`src/rtl/assert_macros.svh`:
```
// ----------------------------------------------------------------------------
// Assertion macros
// Shared concurrent assertion shorthands; empty when SYNTHESIS is defined.
// ----------------------------------------------------------------------------
`ifndef ASSERT_MACROS_SVH
`define ASSERT_MACROS_SVH

`ifndef SYNTHESIS

`define HSL_ASSERT(lbl, clk, rst_n, prop, msg) \
    lbl: assert property (@(posedge clk) disable iff (!rst_n) prop) else $error(msg);

`define HSL_ASSERT_NEVER(lbl, clk, rst_n, cond, msg) \
    lbl: assert property (@(posedge clk) disable iff (!rst_n) !(cond)) else $error(msg);

`else

`define HSL_ASSERT(lbl, clk, rst_n, prop, msg)

`define HSL_ASSERT_NEVER(lbl, clk, rst_n, cond, msg)

`endif

`endif

```
`src/rtl/hsl2rgb_pkg.sv`:
```
// ----------------------------------------------------------------------------
// HSL to RGB package
// Number formats, derived widths and shared types of the converter.
// ----------------------------------------------------------------------------
package hsl2rgb_pkg;

    localparam int HUE_FRAC_BITS = 4;
    localparam int SL_FRAC_BITS  = 12;

    localparam int HUE_W = 16;
    localparam int SL_W  = 13;
    localparam int CH_W  = 8;

    localparam int SL_ONE     = 1 << SL_FRAC_BITS;
    localparam int SEC_DEG    = 60;
    localparam int TURN_DEG   = 360;
    localparam int SECTORS    = TURN_DEG / SEC_DEG;
    localparam int HUE_SECTOR = SEC_DEG << HUE_FRAC_BITS;
    localparam int HUE_TURN   = TURN_DEG << HUE_FRAC_BITS;
    localparam int SEC_W      = HUE_FRAC_BITS + 6;

    // offset that makes any signed hue non-negative, a whole number of turns
    localparam int WRAP_OFS = HUE_TURN * (((1 << (HUE_W - 1)) + HUE_TURN - 1) / HUE_TURN);
    localparam int V_W      = 18;

    // reciprocal of the sector width; estimate is q or q-1
    localparam int RCP_SH  = 24;
    localparam int RCP_MUL = (1 << RCP_SH) / HUE_SECTOR;
    localparam int RCP_W   = RCP_SH - SEC_W + 1;
    localparam int Q_W     = V_W - SEC_W + 1;

    // q / 6 as (q * 683) >> 12, exact for q below 2046
    localparam int D6_MUL = 683;
    localparam int D6_SH  = 12;

    localparam int CQ_W = 2 * SL_FRAC_BITS + 1;
    localparam int MB_W = 2 * SL_FRAC_BITS + 2;
    localparam int N_W  = MB_W + SEC_W;

    // 255 / (2 * ONE^2 * 15 * 2^(2+HFB)) = 17 / 2^CH_SH
    localparam int CH_SCALE = 255 / (SEC_DEG / 4);
    localparam int CS_W     = 5;
    localparam int CH_SH    = 2 * SL_FRAC_BITS + HUE_FRAC_BITS + 3;

    typedef enum logic [2:0] {
        SECTOR_R_Y = 3'd0,
        SECTOR_Y_G = 3'd1,
        SECTOR_G_C = 3'd2,
        SECTOR_C_B = 3'd3,
        SECTOR_B_M = 3'd4,
        SECTOR_M_R = 3'd5
    } sector_t;

    typedef struct packed {
        sector_t          sector;
        logic [SEC_W-1:0] t;
    } hue_res_t;

endpackage

```
`src/rtl/hsl2rgb_hue.sv`:
```
// ----------------------------------------------------------------------------
// HSL to RGB hue path
// Four-stage hue wrap: sector index and distance term within the sector.
// ----------------------------------------------------------------------------
module hsl2rgb_hue (
    input  logic                                  clk,
    input  logic                                  en,
    input  logic signed [hsl2rgb_pkg::HUE_W-1:0]  hue,
    output hsl2rgb_pkg::hue_res_t                 res
);
    import hsl2rgb_pkg::*;

    localparam int P_W = V_W + RCP_W;
    localparam int M6_W = Q_W + D6_SH;

    logic [V_W-1:0]   v_next;
    logic [P_W-1:0]   prod_next;
    logic [V_W-1:0]   v1_reg;
    logic [P_W-1:0]   prod1_reg;

    logic [Q_W-1:0]   q_est;
    logic [V_W-1:0]   rem_full;
    logic [Q_W-1:0]   q2_reg;
    logic [SEC_W:0]   rem2_reg;

    logic [Q_W-1:0]   q3_next;
    logic [SEC_W-1:0] rem3_next;
    logic [Q_W-1:0]   q3_reg;
    logic [SEC_W-1:0] rem3_reg;

    logic [M6_W-1:0]  m6;
    logic [Q_W-1:0]   q6;
    logic [Q_W-1:0]   sec_full;
    hue_res_t         res_next;
    hue_res_t         res_reg;

    // stage 1: make non-negative, multiply by reciprocal
    assign v_next    = {{(V_W-HUE_W){hue[HUE_W-1]}}, hue} + V_W'(WRAP_OFS);
    assign prod_next = P_W'(v_next) * P_W'(RCP_MUL);

    // stage 2: quotient estimate and raw remainder
    assign q_est    = Q_W'(prod1_reg >> RCP_SH);
    assign rem_full = v1_reg - V_W'(V_W'(q_est) * V_W'(HUE_SECTOR));

    // stage 3: one correction step
    always_comb
    begin
        if (rem2_reg >= (SEC_W+1)'(HUE_SECTOR))
        begin
            q3_next   = q2_reg + Q_W'(1);
            rem3_next = SEC_W'(rem2_reg - (SEC_W+1)'(HUE_SECTOR));
        end
        else
        begin
            q3_next   = q2_reg;
            rem3_next = rem2_reg[SEC_W-1:0];
        end
    end

    // stage 4: sector = q mod 6, mirrored distance in odd sectors
    assign m6       = M6_W'(q3_reg) * M6_W'(D6_MUL);
    assign q6       = Q_W'(m6 >> D6_SH);
    assign sec_full = q3_reg - Q_W'(q6 * Q_W'(SECTORS));

    always_comb
    begin
        res_next.sector = sector_t'(sec_full[2:0]);
        if (sec_full[0])
            res_next.t = SEC_W'(HUE_SECTOR) - rem3_reg;
        else
            res_next.t = rem3_reg;
    end

    always_ff @(posedge clk)
    begin
        if (en)
        begin
            v1_reg    <= v_next;
            prod1_reg <= prod_next;
            q2_reg    <= q_est;
            rem2_reg  <= rem_full[SEC_W:0];
            q3_reg    <= q3_next;
            rem3_reg  <= rem3_next;
            res_reg   <= res_next;
        end
    end

    assign res = res_reg;

endmodule

```
`src/rtl/hsl_to_rgb_converter.sv`:
```
// ----------------------------------------------------------------------------
// HSL to RGB converter
// One HSL color per item in, one 8-bit RGB color per item out.
// ----------------------------------------------------------------------------
// Fully pipelined: one item per clock sustained unless the output stalls. A
// result passes through seven pipeline registers, the output register last,
// set by the hue wrap (reciprocal multiply, correction, sector split)
// followed by the secondary multiply, channel sums and final x17 scaling. An
// input skid register catches an item taken in the cycle the output stalls;
// it drains first when the stall lifts, with the input stalled meanwhile.
`include "assert_macros.svh"

module hsl_to_rgb_converter (
    input  logic                                  clk,
    input  logic                                  rst_n,
    input  logic                                  hsl_valid,
    output logic                                  hsl_stall,
    input  logic signed [hsl2rgb_pkg::HUE_W-1:0]  hue,
    input  logic        [hsl2rgb_pkg::SL_W-1:0]   saturation,
    input  logic        [hsl2rgb_pkg::SL_W-1:0]   lightness,
    output logic                                  rgb_valid,
    input  logic                                  rgb_stall,
    output logic        [hsl2rgb_pkg::CH_W-1:0]   red,
    output logic        [hsl2rgb_pkg::CH_W-1:0]   green,
    output logic        [hsl2rgb_pkg::CH_W-1:0]   blue
);
    import hsl2rgb_pkg::*;

    localparam int DEPTH = 7;
    localparam int SC_W  = N_W + CS_W;
    localparam logic [N_W-1:0] N_MAX = N_W'(HUE_SECTOR) << (2 * SL_FRAC_BITS + 1);

    function automatic logic [CH_W-1:0] to_channel(input logic [N_W-1:0] n);
        logic [SC_W-1:0] scaled;
        logic [SC_W-1:0] q;
        scaled = SC_W'(n) * SC_W'(CH_SCALE);
        q      = scaled >> CH_SH;
        if (q > SC_W'((1 << CH_W) - 1))
            return '1;
        return q[CH_W-1:0];
    endfunction

    logic                      en;
    logic                      acc;
    logic                      skid_valid_reg;
    logic                      skid_valid_next;
    logic signed [HUE_W-1:0]   skid_hue_reg;
    logic [SL_W-1:0]           skid_sat_reg;
    logic [SL_W-1:0]           skid_lit_reg;
    logic                      src_valid;
    logic signed [HUE_W-1:0]   src_hue;
    logic [SL_W-1:0]           src_sat;
    logic [SL_W-1:0]           src_lit;
    logic [DEPTH-1:0]          vld_reg;

    logic [SL_W-1:0]           sat_c;
    logic [SL_W-1:0]           lit_c;
    logic [SL_W:0]             twol;
    logic [SL_W:0]             lum_dev;
    logic [SL_W-1:0]           cdist;
    logic [2*SL_W-1:0]         cq_full;

    logic [CQ_W-1:0]           cq1_reg;
    logic [SL_W-1:0]           lit1_reg;
    logic [MB_W-1:0]           lone;
    logic [CQ_W-1:0]           cq2_reg, cq3_reg, cq4_reg;
    logic [MB_W-1:0]           mb2_reg, mb3_reg, mb4_reg;
    logic [MB_W-1:0]           hi2_reg, hi3_reg, hi4_reg;

    hue_res_t                  hue_res;
    logic [N_W-1:0]            xp5_reg, mn5_reg, a5_reg;
    sector_t                   sector5_reg;
    logic [N_W-1:0]            x6;
    logic [N_W-1:0]            r6_next, g6_next, b6_next;
    logic [N_W-1:0]            r6_reg, g6_reg, b6_reg;
    logic [CH_W-1:0]           red_reg, green_reg, blue_reg;

    assign en        = !(vld_reg[DEPTH-1] && rgb_stall);
    assign hsl_stall = skid_valid_reg;
    assign acc       = hsl_valid && !skid_valid_reg;

    assign src_valid = skid_valid_reg || hsl_valid;
    assign src_hue   = skid_valid_reg ? skid_hue_reg : hue;
    assign src_sat   = skid_valid_reg ? skid_sat_reg : saturation;
    assign src_lit   = skid_valid_reg ? skid_lit_reg : lightness;

    always_comb
    begin
        if (en)
            skid_valid_next = 1'b0;
        else if (acc)
            skid_valid_next = 1'b1;
        else
            skid_valid_next = skid_valid_reg;
    end

    always_ff @(posedge clk or negedge rst_n)
    begin
        if (!rst_n)
        begin
            skid_valid_reg <= 1'b0;
            vld_reg        <= '0;
        end
        else
        begin
            skid_valid_reg <= skid_valid_next;
            if (en)
                vld_reg <= {vld_reg[DEPTH-2:0], src_valid};
        end
    end

    always_ff @(posedge clk)
    begin
        if (acc && !en)
        begin
            skid_hue_reg <= hue;
            skid_sat_reg <= saturation;
            skid_lit_reg <= lightness;
        end
    end

    hsl2rgb_hue u_hue (
        .clk (clk),
        .en  (en),
        .hue (src_hue),
        .res (hue_res)
    );

    // stage 1: clamp, chroma = (1 - |2L - 1|) * S
    assign sat_c   = (src_sat > SL_W'(SL_ONE)) ? SL_W'(SL_ONE) : src_sat;
    assign lit_c   = (src_lit > SL_W'(SL_ONE)) ? SL_W'(SL_ONE) : src_lit;
    assign twol    = {lit_c, 1'b0};
    assign lum_dev = (twol >= (SL_W+1)'(SL_ONE)) ? twol - (SL_W+1)'(SL_ONE)
                                                 : (SL_W+1)'(SL_ONE) - twol;
    assign cdist   = SL_W'((SL_W+1)'(SL_ONE) - lum_dev);
    assign cq_full = {{SL_W{1'b0}}, cdist} * {{SL_W{1'b0}}, sat_c};

    // stage 2: 2L*ONE -/+ chroma
    assign lone = {lit1_reg, {(SL_FRAC_BITS+1){1'b0}}};

    // stage 6: place chroma and secondary by sector
    assign x6 = mn5_reg + xp5_reg;

    always_comb
    begin
        case (sector5_reg)
            SECTOR_R_Y:
            begin
                r6_next = a5_reg;  g6_next = x6;      b6_next = mn5_reg;
            end
            SECTOR_Y_G:
            begin
                r6_next = x6;      g6_next = a5_reg;  b6_next = mn5_reg;
            end
            SECTOR_G_C:
            begin
                r6_next = mn5_reg; g6_next = a5_reg;  b6_next = x6;
            end
            SECTOR_C_B:
            begin
                r6_next = mn5_reg; g6_next = x6;      b6_next = a5_reg;
            end
            SECTOR_B_M:
            begin
                r6_next = x6;      g6_next = mn5_reg; b6_next = a5_reg;
            end
            default:
            begin
                r6_next = a5_reg;  g6_next = mn5_reg; b6_next = x6;
            end
        endcase
    end

    always_ff @(posedge clk)
    begin
        if (en)
        begin
            cq1_reg     <= cq_full[CQ_W-1:0];
            lit1_reg    <= lit_c;
            cq2_reg     <= cq1_reg;
            mb2_reg     <= lone - MB_W'(cq1_reg);
            hi2_reg     <= lone + MB_W'(cq1_reg);
            cq3_reg     <= cq2_reg;
            mb3_reg     <= mb2_reg;
            hi3_reg     <= hi2_reg;
            cq4_reg     <= cq3_reg;
            mb4_reg     <= mb3_reg;
            hi4_reg     <= hi3_reg;
            xp5_reg     <= (N_W'(cq4_reg) * N_W'(hue_res.t)) << 1;
            mn5_reg     <= N_W'(mb4_reg) * N_W'(HUE_SECTOR);
            a5_reg      <= N_W'(hi4_reg) * N_W'(HUE_SECTOR);
            sector5_reg <= hue_res.sector;
            r6_reg      <= r6_next;
            g6_reg      <= g6_next;
            b6_reg      <= b6_next;
            red_reg     <= to_channel(r6_reg);
            green_reg   <= to_channel(g6_reg);
            blue_reg    <= to_channel(b6_reg);
        end
    end

    assign rgb_valid = vld_reg[DEPTH-1];
    assign red       = red_reg;
    assign green     = green_reg;
    assign blue      = blue_reg;

    `HSL_ASSERT(a_sector_range, clk, rst_n, vld_reg[3] |-> hue_res.sector <= SECTOR_M_R, "hue sector out of range")
    `HSL_ASSERT(a_t_range, clk, rst_n, vld_reg[3] |-> hue_res.t <= SEC_W'(HUE_SECTOR), "sector distance above sector width")
    `HSL_ASSERT(a_skid_hold, clk, rst_n, skid_valid_reg && !en |=> skid_valid_reg && $stable(skid_hue_reg), "skid item lost while stalled")
    `HSL_ASSERT(a_skid_drain, clk, rst_n, skid_valid_reg && en |=> !skid_valid_reg, "skid item not drained")
    `HSL_ASSERT_NEVER(a_sum_bound, clk, rst_n, vld_reg[5] && (r6_reg > N_MAX || g6_reg > N_MAX || b6_reg > N_MAX), "channel sum above full scale")

endmodule

```
`config.mk`:
```
export PLATFORM = sky130hd
export DESIGN_NAME = hsl_to_rgb_converter
export DESIGN_NICKNAME = d
export VERILOG_FILES = /design/src/rtl/hsl2rgb_pkg.sv /design/src/rtl/hsl2rgb_hue.sv /design/src/rtl/hsl_to_rgb_converter.sv
export VERILOG_INCLUDE_DIRS = /design/src /design/src/rtl
export SDC_FILE = /design/constraint.sdc
export NUM_CORES = 2
export LEC_CHECK = 0
export ABC_AREA = 1
export CORE_ASPECT_RATIO = 1.75
export CORE_MARGIN = 3
export CORE_UTILIZATION = 30
export CTS_CLUSTER_SIZE = 16
export DETAILED_ROUTE_END_ITERATION = 8
export DONT_BUFFER_PORTS = 1
export HOLD_SLACK_MARGIN = 0.06
export PLACE_DENSITY_LB_ADDON = 0.3
export SYNTH_ARGS = -nofsm -noshare
export SYNTH_HDL_FRONTEND = slang
export SYNTH_SLANG_ARGS = --single-unit
```
`constraint.sdc`:
```
create_clock -name clk -period 30.4 [get_ports clk]
set_clock_uncertainty 0.05 [all_clocks]
set_input_delay 6.08 -clock clk [delete_from_list [all_inputs] [get_ports clk]]
set_output_delay 6.08 -clock clk [all_outputs]
set_load 0.05 [all_outputs]
```
==> summary.txt <==
Hold path
  • Hold WC Path Type: register to register

Synthesis
  • Synthesis Warnings: 0
  • Netlist cell types: 69
  • Top_reg_cell synth: edfxtp_1
  • Synth Instances: between 4000 and 5000
  • Seq/Total Area, Yosys: about a third
  • Fraction of registers with async set/reset: around 1.4%
  • Post-synth design cell area: about 48000 um2
  • Count leader, synth: nand2_1
  • Post-synth top cells: nand2_1 (919), inv_1 (760), edfxtp_1 (552), ha_1 (545), fa_1 (414)
  • Syn_nets: between 5000 and 6000
  • EDFF count, synth: around 550
  • Yosys reg bits: 560
  • Synth top area cells: edfxtp_1 (35%), fa_1 (17%), ha_1 (14%)
  • Syn Area/Cell: approximately 9.9 um2
  • Synth top area share: between 30% and 40%
  • Synth area leader: edfxtp_1

Clocking
  • Worst-Skew Late Latency: slightly below 700 ps
  • TritonCTS clock tree: done
  • H-Tree Depth: 2
  • Clk slew on worst S/H paths: around 60 ps
  • CTS Buffer Depth: 3
  • Total setup buffers inserted after CTS: 0
  • Clock sinks: 560
  • CTS root buf: clkbuf_16
  • Hold_buf cts: 0
  • Post_cts resized: 0
  • Inserted Clock Buffers: 59

STA
  • Fin. Hold Viols: 0
  • Relative slew slack: between 20 and 30%
  • Least-Margin Pin Slew: about 1100 ps
  • Number of max-slew violations in the final report: 0
  • Tmin final: approximately 13000 ps
  • Final setup TNS: 0 ps
  • Finish-stage setup viols: 0
  • Peak Freq: 75.2 MHz
  • Period utilisation layout: 43.7%
  • RSZ-0062 raised after global routing: no

Global route
  • Initial antenna violation count: 1
  • Vias in the first global route: between 30000 and 40000
  • Gr usage total: 15.2%
  • Largest net degree at the start of global routing: 84
  • Gr ovfl total: 0
  • First-pass GRT wire length: slightly below 200000 um

Finish
  • Synth-to-layout area growth: 9.58%
  • Final Cell Area: roughly 52000 um2
  • Nets@finish: between 5000 and 6000
  • FF+latch area: 16800 um2
  • Filler Cells Inserted: between 15000 and 20000
  • Area occupied by multi-input gates: approximately 28000 um2
  • Share of cells above drive strength 1: ~4.7%

Setup path
  • R2R depth: 41
  • Crit path to: cq1_reg[22]
  • Max Fanout on Critical Path: 14
  • Crit path DAT: about 14000 ps
  • Critical path startpoint category: input port
  • Crit path max-delay family: adder cells
  • Reg2reg end: cq1_reg[22]
  • R2R Setup Slk: roughly 21000 ps
  • Reg-to-reg startpoint: hsl_stall
  • Crit Path Class: input port to register
  • Worst path depth: 39
  • CP peak stage delay: between 500 and 600 ps
  • CP Launch Point: lightness[6]
  • CP bufs+invs: 8
  • CP Capture Type: register
  • Slowest CP cell: fa_1
  • WP data required: slightly above 30000 ps

Route
  • Routed Antenna Nets: 0
  • DR vias/cell: 4.78
  • Wirelength per Cell: between 15 and 20 um
  • Detailed Route WL: about 120000 um
  • Vias after detailed routing: between 30000 and 40000
  • # DRC: 0
  • Detailed Route Iter0 Violations: ~1600
  • TritonRoute pass-1 iters: 5

Die
  • Die X: 307 um
  • Die area: 164000 um2
  • Die Height: ~530 um
  • Core area: roughly 160000 um2
  • Initial Utilization: 30.3%
  • I/O pin count: around 70
  • Row count: approximately 190

Status
  • Status: complete, no violations

Placed design
  • IO buf count: 0
  • Area after DPL: about 50000 um2
  • Dpl hpwl: around 100000 um
  • GP Congestion: between 0.9 and 1

Flow run
  • Max-cap violations: 0
final cells by class:
class | count | share of cell area, %
Multi-Input combinational cell | 3388 | 52.8
Timing Repair Buffer | 36 | 0.517
Clock buffer | 62 | 2.85
Antenna cell | 2 | 0.00958
Sequential cell | 560 | 32.1
Inverter | 784 | 5.65
Tap cell | 2037 | 4.88
Clock inverter | 50 | 1.15
cell usage in the layout (no fill, tap or decap), types with 33 or more instances in the layout:
master / instances
inv_1: 760
a21oi_1: 288
o21ai_0: 160
nand3_1: 120
edfxtp_1: 552
clkbuf_16: 59
nor3_1: 33
nand2_1: 918
xor2_1: 153
ha_1: 545
nand4_1: 44
xnor2_1: 70
fa_1: 414
o221ai_1: 47
buf_4: 36
nor2_1: 297
through the flow:
stage	worst slack [ps]	hold WS, ps	instances	utilization (%)
floorplan	12180	350	4817	-
global placement	16530	350	6805	31.9
detailed placement	16400	355	6805	31.9
CTS	17110	364	6917	33.2
global route	16400	375	6918	33.2
finish	17110	363	6919	33.2
per-layer routing:
metal  vias up  global-route usage (%)  routed length [um]  share of wire, %
met5         -                       0                   0                 0
met2       554                    31.8               72100                58
met4         0                    8.63                8040               6.5
met3       278                    1.54                2770               2.2
met1     16160                    13.8               40500                33
li1      16078                       -                   -                 -
worst register-to-register path, delay by kind of cell, from the launching register on:
family,cells,cell delay (ps)
fa+ha+maj,7,3240
simple gates,14,1570
compound gates,7,1430
buf+inv,10,1320
xor+xnor,3,720
flops,1,350
worst min-delay path by stage:
stage / endpoint / startpoint / cells after the start
2_1_floorplan: cq3_reg[10] / cq2_reg[10] / 0
3_3_place_gp: hi4_reg[18] / hi3_reg[18] / 0
3_5_place_dp: cq3_reg[17] / cq2_reg[17] / 0
4_1_cts: hi3_reg[21] / hi2_reg[21] / 0
5_1_grt: mb3_reg[16] / mb2_reg[16] / 0
6_report: hi3_reg[21] / hi2_reg[21] / 0
cell families after synthesis:
group,count (synthesis),synth area share (%)
XOR/XNOR,225,4.19
AND/OR/NAND/NOR,1500,13.1
flip-flops,560,35.2
buffers and inverters,869,6.96
multiplexers,7,0.152
adder cells (fa/ha/maj),959,31.7
AO/OA/AOI/OAI,697,8.74
Power is left out: the tool's default activity adds up to more than one toggle a clock period on the data nets, which glitch-free logic cannot reach.
